$ cat src/rtl/stb_pkg.sv
// ----------------------------------------------------------------------------
// Software timer bank package
// Shared widths, opcodes, status codes and the front-to-back command type.
// ----------------------------------------------------------------------------
package stb_pkg;

  localparam int MaxTimers = 16;
  localparam int IdBits    = 16;
  localparam int SlotBits  = $clog2(MaxTimers);
  localparam int CntBits   = $clog2(MaxTimers + 1);
  localparam int QDepth    = 2;

  typedef enum logic [1:0] {
    OP_ADD    = 2'd0,
    OP_REMOVE = 2'd1,
    OP_TICK   = 2'd2,
    OP_NONE   = 2'd3
  } opcode_t;

  typedef enum logic [1:0] {
    ST_OK        = 2'd0,
    ST_FULL      = 2'd1,
    ST_NOT_FOUND = 2'd2
  } status_t;

  typedef struct packed {
    opcode_t     op;
    logic [31:0] period;
    logic        repeat_flag;
    logic [15:0] target_id;
    logic [31:0] step;
  } cmd_t;

  typedef struct packed {
    logic [1:0]  status;
    logic [15:0] timer_id;
    logic        fired;
    logic [31:0] now_ms;
    logic        last;
  } res_t;

  typedef enum logic [1:0] {
    BK_IDLE,
    BK_SCAN,
    BK_PACK,
    BK_DONE
  } bk_state_t;

endpackage

$ cat src/rtl/stb_front.sv
// ----------------------------------------------------------------------------
// Software timer bank front end
// Accepts input words, decodes the opcode and queues commands for the back end.
// ----------------------------------------------------------------------------
module stb_front (
  input  logic          clk,
  input  logic          rst,
  input  logic          s_tvalid,
  output logic          s_tready,
  input  logic [87:0]   s_tdata,
  output logic          q_valid,
  input  logic          q_ready,
  output stb_pkg::cmd_t q_cmd
);

  stb_pkg::cmd_t mem [stb_pkg::QDepth];
  logic          wptr, rptr;
  logic [1:0]    count;
  stb_pkg::cmd_t in_cmd;
  logic          push, pop;

  always_comb begin
    in_cmd.op          = stb_pkg::opcode_t'(s_tdata[1:0]);
    in_cmd.period      = s_tdata[33:2];
    in_cmd.repeat_flag = s_tdata[34];
    in_cmd.target_id   = s_tdata[50:35];
    in_cmd.step        = s_tdata[82:51];
  end

  assign s_tready = (count != 2'd2);
  assign push     = s_tvalid && s_tready;
  assign q_valid  = (count != 2'd0);
  assign pop      = q_valid && q_ready;
  assign q_cmd    = mem[rptr];

  always_ff @(posedge clk) begin
    if (push) begin
      mem[wptr] <= in_cmd;
    end
    if (rst) begin
      wptr  <= 1'b0;
      rptr  <= 1'b0;
      count <= 2'd0;
    end else begin
      if (push) begin
        wptr <= ~wptr;
      end
      if (pop) begin
        rptr <= ~rptr;
      end
      count <= count + 2'(push) - 2'(pop);
    end
  end

  assert property (@(posedge clk) disable iff (rst) count <= 2'd2)
    else $error("Queue count overflow.");
  assert property (@(posedge clk) disable iff (rst) (count == 2'd2) |-> !s_tready)
    else $error("Full queue accepted a word.");
  assert property (@(posedge clk) disable iff (rst) (count == 2'd0) |-> !q_valid)
    else $error("Empty queue offered a command.");

endmodule

$ cat config.mk
export PLATFORM = sky130hd
export DESIGN_NAME = stb_front
export DESIGN_NICKNAME = d
export VERILOG_FILES = /design/src/rtl/stb_pkg.sv /design/src/rtl/stb_front.sv
export SDC_FILE = /design/constraint.sdc
export NUM_CORES = 1
export LEC_CHECK = 0
export BUFFER_PORTS_ARGS = -buffer_cell sky130_fd_sc_hd__clkbuf_2
export CAP_MARGIN = 25
export CORE_ASPECT_RATIO = 0.5
export CORE_UTILIZATION = 56
export CTS_CLUSTER_DIAMETER = 30
export CTS_CLUSTER_SIZE = 25
export DETAILED_ROUTE_END_ITERATION = 8
export PLACE_DENSITY = 0.82
export RECOVER_POWER = 100
export SYNTH_ARGS = -nofsm -noshare
export SYNTH_HDL_FRONTEND = slang
export SYNTH_SLANG_ARGS = --single-unit
$ cat constraint.sdc
create_clock -name clk -period 7.4 [get_ports clk]
set_input_delay 1.11 -clock clk [delete_from_list [all_inputs] [get_ports clk]]
set_output_delay 1.11 -clock clk [all_outputs]
set_load 0.01 [all_outputs]
==> impl_metrics.csv, run 1 <==
group,metric,value,unit
run_status,outcome,"complete, but fails checks",
run_status,violations,"capacitance limit, slew limit",
grt,grt_overflow,0,
timing,period_needed,4.781,ns
layout,final_util,0.6894,
layout,final_cells,639,
drt,vias,3130,
yosys,synth.top_cells.by_area,"edfxtp_1 (76%), mux2_4 (16%), mux2_2 (2.4%)",
grt,grt_pass1_wl,16530,um
yosys,synth_top_cell_by_area,"edfxtp_1",
cts,cts-htree-levels,4,
power,internal-power,1.941,mW
yosys,synth_top_area_share,0.7589,
cts,root_buffer,"clkbuf_16",
timing,fin_skew,0.01191,ns
setup_path,cp.required,6.29,ns
yosys,synth_cell_types,18,
cts,postCtsHoldBufs,0,
yosys,synthCells,282,
timing,fmax,0.2092,GHz
layout,antenna_cells,0,
cts,cts_buffer_depth,2,
timing,tns,0,ns
floorplan,die_area,12190,sq um
grt,grt_pass1_vias,3314,
drt,drtAntennaViolNets,0,
power,power_density,343.5,nW/um^2
cts,clk_latency,0.41,ns
power,peakVddDrop,0.0002134,V
placed_design,dp.final_hpwl,7074,um
worst_hold_path,hold_path.class,"reg2reg",
layout,multi_input_comb_area,1072,sq um
layout,fillers,835,
yosys,synth_enable_flop_cells,166,
yosys,netlist_top_cells_count,"edfxtp_1 (166), mux2_4 (70), mux2_2 (14)",
cts,cts_setup_buffers,0,
cts,cts.sinks,171,
drt,drtIter0Drc,138,
setup_path,cp-start-kind,"flop",
layout,drive_above_1_share,0.3375,
run,max-cap-violations,4,
timing,period_share,0.6461,
power,clkPwrFrac,0.316,
floorplan,design.core.area,11220,sq um
drt,wire_per_inst,17.18,um
yosys,synth_seq_cells,171,
yosys,syn-num-nets,376,
drt,first_pass_iters,4,
placed_design,portBuffers,171,
placed_design,gp_congestion,0.6735,
timing,fin_hold_ws,0.5308,ns
floorplan,placementRows,27,
grt,antenna_found_initial,0,
power,p_seq_frac,0.483,
cts,cts.clk_slew.worst_paths,0.06,ns
layout,final_nets,561,
yosys,synth_flop_cell,"edfxtp_1",
floorplan,die_y,78.59,um
layout,area_growth,17.71,%
setup_path,critPathCaptureType,"output pin",
power,combPwrFrac,0.201,
grt,grt_max_degree,47,
power,netSwitchingPower,0.7152,mW
timing,report.final.slew_viol_count,164,
timing,rsz0062_at_grt,"no",
placed_design,dp.cells,607,
yosys,synthArstFlopShare,0,
setup_path,criticalPathCategory,"reg2out",
timing,slew_headroom,-0.7456,
yosys,ys_seq_area_frac,0.7741,
yosys,netlist_area,6569,sq um
power,switching_share,0.2693,
grt,grt_util_all_layers,0.1856,
layout,final_area,7732,sq um
placed_design,placedInstanceArea,7546,sq um
drt,wirelength,10980,um
layout,regArea,5085,sq um
cts,cts_buffers,17,
floorplan,io_pins,177,
setup_path,crit_arrival,3.67,ns
power,p_leak,2.813,nW
floorplan,start_util,0.5857,
timing,finalHoldViolCount,0,
timing,setup_viol,0,
cts,ctsResizeCount,0,
drt,routed_via_density,4.898,
timing,worstMarginPinSlew,2.618,ns
cts,cts_tree,"yes",
drt,drc,0,
floorplan,die_w,155.2,um
yosys,ys_warn_count,0,
setup_path,crit_fanout,44,
yosys,avgSynthCellArea,23.29,sq um
yosys,yosysMostFrequentCell,"edfxtp_1",
[cell families after synthesis]
family,count (synthesis),share of synthesized area
buffers and inverters,10,0.02438
adders and majority gates,2,0.003809
and+or+nand+nor,11,0.008572
AOI/OAI and AO/OA,1,0.001143
xor gates and xnor gates,3,0.004001
muxes,84,0.1840
DFF,171,0.7741
[cell type report]
class	count	share of cell area
well taps	159	0.02573
multi-input cells	101	0.1387
clock buffers	20	0.05906
flip-flops and latches	171	0.6576
inverters	1	0.0004854
clock inverters	12	0.01505
repair buffers	175	0.1034
[worst paths after layout]
kind         slack [ns]                start                   end  cells after the start
max reg2reg        3.05  count[0]$_SDFF_PP0_  mem[1][70]$_DFFE_PP_                      3
max                2.62                 flop             q_cmd[47]                      3
min reg2reg        0.53    rptr$_SDFFE_PP0P_     rptr$_SDFFE_PP0P_                      2
min                0.53    rptr$_SDFFE_PP0P_     rptr$_SDFFE_PP0P_                      2
[worst max-delay path, cell delays in order (launching register included)]
cell and delay (ns):
dfxtp_1 1.66, clkbuf_2 1.02, mux2_1 0.41, clkbuf_2 0.14
[power groups by stage]
stage | clock (mW) | combinational (mW) | sequential [mW]
after CTS | 0.857 | 0.674 | 1.29
after global placement | 0 | 0.647 | 1.31
final | 0.839 | 0.535 | 1.28
after global routing | 0.897 | 0.580 | 1.30
after floorplan | 0 | 0.521 | 1.28
after detailed placement | 0 | 0.670 | 1.31
[sequential cells by signal, summed over array words and instances, names as in the netlist, named ones only]
name / flops
wptr: 1
mem: 166
count: 2
rptr: 1
[metal layers]
layer / part of all wire / vias to the layer above / track usage
li1: - / 1481 / -
met1: 0.40 / 1566 / 0.2008
met2: 0.54 / 71 / 0.3450
met3: 0.043 / 12 / 0.05798
met4: 0.011 / 0 / 0.06733
met5: 0 / - / 0
[cell usage in the layout (no fill, tap or decap), drive strengths merged, types with 2 or more instances in the layout]
cell type	n
dfxtp	5
inv	3
xnor2	2
ha	2
nor2	5
clkinvlp	2
edfxtp	166
clkinv	7
nor2b	2
clkbuf	194
mux2	84
[through the flow]
stage	power, mW	worst slack, ns
final	2.656	2.619
after global routing	2.775	2.215
after CTS	2.825	3.739
after detailed placement	1.983	4.189
after global placement	1.953	4.097
after floorplan	1.797	2.221
No activity file was read; power rests on OpenSTA's default activity.
==> run 2, diff against run 1 <==
--- a/config.mk
+++ b/config.mk
@@ -8,11 +8,11 @@
 export BUFFER_PORTS_ARGS = -buffer_cell sky130_fd_sc_hd__clkbuf_2
 export CAP_MARGIN = 25
 export CORE_ASPECT_RATIO = 0.5
-export CORE_UTILIZATION = 56
+export CORE_UTILIZATION = 47
 export CTS_CLUSTER_DIAMETER = 30
 export CTS_CLUSTER_SIZE = 25
 export DETAILED_ROUTE_END_ITERATION = 8
-export PLACE_DENSITY = 0.82
+export PLACE_DENSITY = 0.73
 export RECOVER_POWER = 100
 export SYNTH_ARGS = -nofsm -noshare
 export SYNTH_HDL_FRONTEND = slang
==> constraint.sdc (replaced) <==
create_clock -name clk -period 4.35 [get_ports clk]
set_input_delay 0.6525 -clock clk [delete_from_list [all_inputs] [get_ports clk]]
set_output_delay 0.6525 -clock clk [all_outputs]
set_load 0.01 [all_outputs]
==> run 2 against run 1 <==
The run still ends with capacitance limit, slew limit left. Non-clock buffer count unchanged. Hold slack got worse by 0.10 ns. Power increased by 71%. Core utilization decreased by 12 points. Sequential power increased by 70%. Sequential share of layout area decreased by 0.36 points. Die area increased by 19%. Cell area increased by 0.63%. Wire length increased by 0.68%. Critical endpoint is now mem[0][81]$_DFFE_PP_.
==> impl_metrics.csv, run 2 (synthesis results as in run 1) <==
group,metric,value,unit
run_status,outcome,"complete, but fails checks",
run_status,violations,"capacitance limit, slew limit",
setup_path,max_stage_delay,1.85,ns
drt,drtAntennaViolNets,0,
layout,drive_above_1_share,0.3215,
setup_path,crit_arrival,3.03,ns
layout,top_regs,"mem x166, count x2",
layout,final_cell_mix,"edfxtp_1 (166), clkbuf_2 (100), clkbuf_1 (74), mux2_1 (66), clkbuf_16 (17)",
cts,cts_setup_buffers,0,
grt,grt_util_all_layers,0.1547,
grt,antenna_found_initial,0,
setup_path,r2r_cells,4,
placed_design,gp_congestion,0.6736,
cts,root_buffer,"clkbuf_16",
timing,rsz0062_at_grt,"no",
worst_hold_path,hold_path.class,"in2reg",
placed_design,dp.cells,640,
setup_path,r2r_start,"count[0]$_SDFF_PP0_",
timing,finalHoldViolCount,0,
cts,cts_buffer_depth,2,
worst_hold_path,min_to,"mem[1][13]$_DFFE_PP_",
floorplan,start_util,0.4834,
placed_design,dp.final_hpwl,7064,um
cts,cts-htree-levels,4,
drt,routed_via_density,4.683,
cts,cts.clk_slew.worst_paths,0.07,ns
power,p_leak,2.789,nW
cts,clk_latency,0.40,ns
cts,cts.sinks,171,
layout,regArea,5089,sq um
drt,drc,0,
cts,ctsResizeCount,0,
setup_path,critPathCaptureType,"flop",
setup_path,cp.required,4.32,ns
setup_path,criticalPathCategory,"reg2reg",
grt,grt_overflow,0,
timing,period_needed,3.063,ns
cts,postCtsHoldBufs,0,
timing,slew_headroom,-0.7242,
run,max-cap-violations,3,
setup_path,crit_start,"count[0]$_SDFF_PP0_",
drt,vias,3142,
timing,fmax,0.3265,GHz
cts,cts_buffers,17,
worst_hold_path,holdCritStartpoint,"s_tdata[64]",
power,power_density,585.0,nW/um^2
timing,period_share,0.7041,
placed_design,portBuffers,171,
drt,wirelength,11050,um
setup_path,cp-start-kind,"flop",
grt,grt_pass1_vias,3244,
timing,tns,0,ns
timing,worstMarginPinSlew,2.586,ns
power,peakVddDrop,0.0003869,V
grt,grt_max_degree,70,
power,finalPower,4.552,mW
timing,setup_viol,0,
layout,final_cells,671,
setup_path,crit_fanout,44,
layout,largest_register_ffs,166,
setup_path,crit_path_cell_trace,"nand2b_2 -> nand2_1 -> nor2_1 -> clkbuf_1",
layout,fillers,1143,
floorplan,die_area,14480,sq um
layout,layout_commonest_cell,"edfxtp_1",
worst_hold_path,hold_depth,1,
layout,multi_input_comb_area,1077,sq um
floorplan,design.core.area,13590,sq um
floorplan,io_pins,177,
floorplan,placementRows,30,
floorplan,die_w,169.2,um
drt,drtIter0Drc,213,
layout,area_growth,18.46,%
cts,cts_tree,"yes",
grt,grt_pass1_wl,16520,um
layout,antenna_cells,0,
drt,wire_per_inst,16.47,um
layout,final_nets,561,
timing,fin_skew,0.007026,ns
floorplan,die_y,85.60,um
drt,first_pass_iters,4,
timing,report.final.slew_viol_count,155,
setup_path,r2r_end,"mem[0][81]$_DFFE_PP_",
setup_path,cp_slowest_cell,"clkbuf_1",
layout,regMostFlops,"mem",
setup_path,ff2ff_setup_slack,1.29,ns
==> run 2: changes by cell type in the layout (fill, tap and decap cells not counted), moves of 2 or more <==
cell,before,now
clkbuf_1,64,74
clkbuf_8,2,0
clkinv_4,5,3
clkbuf_2,111,100
clkinv_2,2,4
==> run 2: how the worst max path moves through the flow <==
stage / endpoint / slack (ns) / depth (start not counted)
after floorplan: mem[0][0]$_DFFE_PP_ / 1.02 / 2
after CTS: q_cmd[5] / 1.49 / 3
after global routing: mem[0][81]$_DFFE_PP_ / 0.99 / 4
after global placement: q_cmd[4] / 1.93 / 3
after detailed placement: q_cmd[5] / 1.93 / 3
final: mem[0][81]$_DFFE_PP_ / 1.29 / 4
==> run 2: worst max-delay path: cells and delay by family (launching register included) <==
family | cells | cell delay [ns]
flops | 1 | 0.36
buf+inv | 1 | 1.85
simple gates | 3 | 0.38
==> run 2: area by class of cell <==
class,count,share of cell area
flip-flops and latches,171,0.6540
multi-input cells,101,0.1384
inverters,1,0.0004824
clock inverters,14,0.01897
repair buffers,175,0.1026
well taps,192,0.03087
clock buffers,17,0.05467
==> run 2: per-layer routing <==
layer / GRT usage / wire, um / up-vias
met1: 0.1744 / 4602 / 1581
li1: - / - / 1479
met4: 0.05078 / 114 / 0
met2: 0.2858 / 5918 / 72
met5: 0 / 0 / -
met3: 0.04384 / 418 / 10
==> run 2: where the power goes <==
group / internal [mW] / total [mW] / switching, mW
Combinational: 0.398 / 0.913 / 0.515
Sequential: 2.08 / 2.18 / 0.0959
Clock: 0.846 / 1.46 / 0.613
Total: 3.33 / 4.55 / 1.22
==> run 2: per-stage QoR <==
| stage | area [sq um] | utilization | worst slack, ns | hold WS (ns) |
|---|---|---|---|---|
| after floorplan | 6571 | - | 1.023 | 0.4810 |
| after global placement | 7567 | 0.5569 | 1.933 | 0.4975 |
| after detailed placement | 7567 | 0.5569 | 1.934 | 0.5056 |
| after CTS | 8140 | 0.5991 | 1.488 | 0.4102 |
| after global routing | 7781 | 0.5727 | 0.9930 | 0.4040 |
| final | 7781 | 0.5727 | 1.287 | 0.4303 |
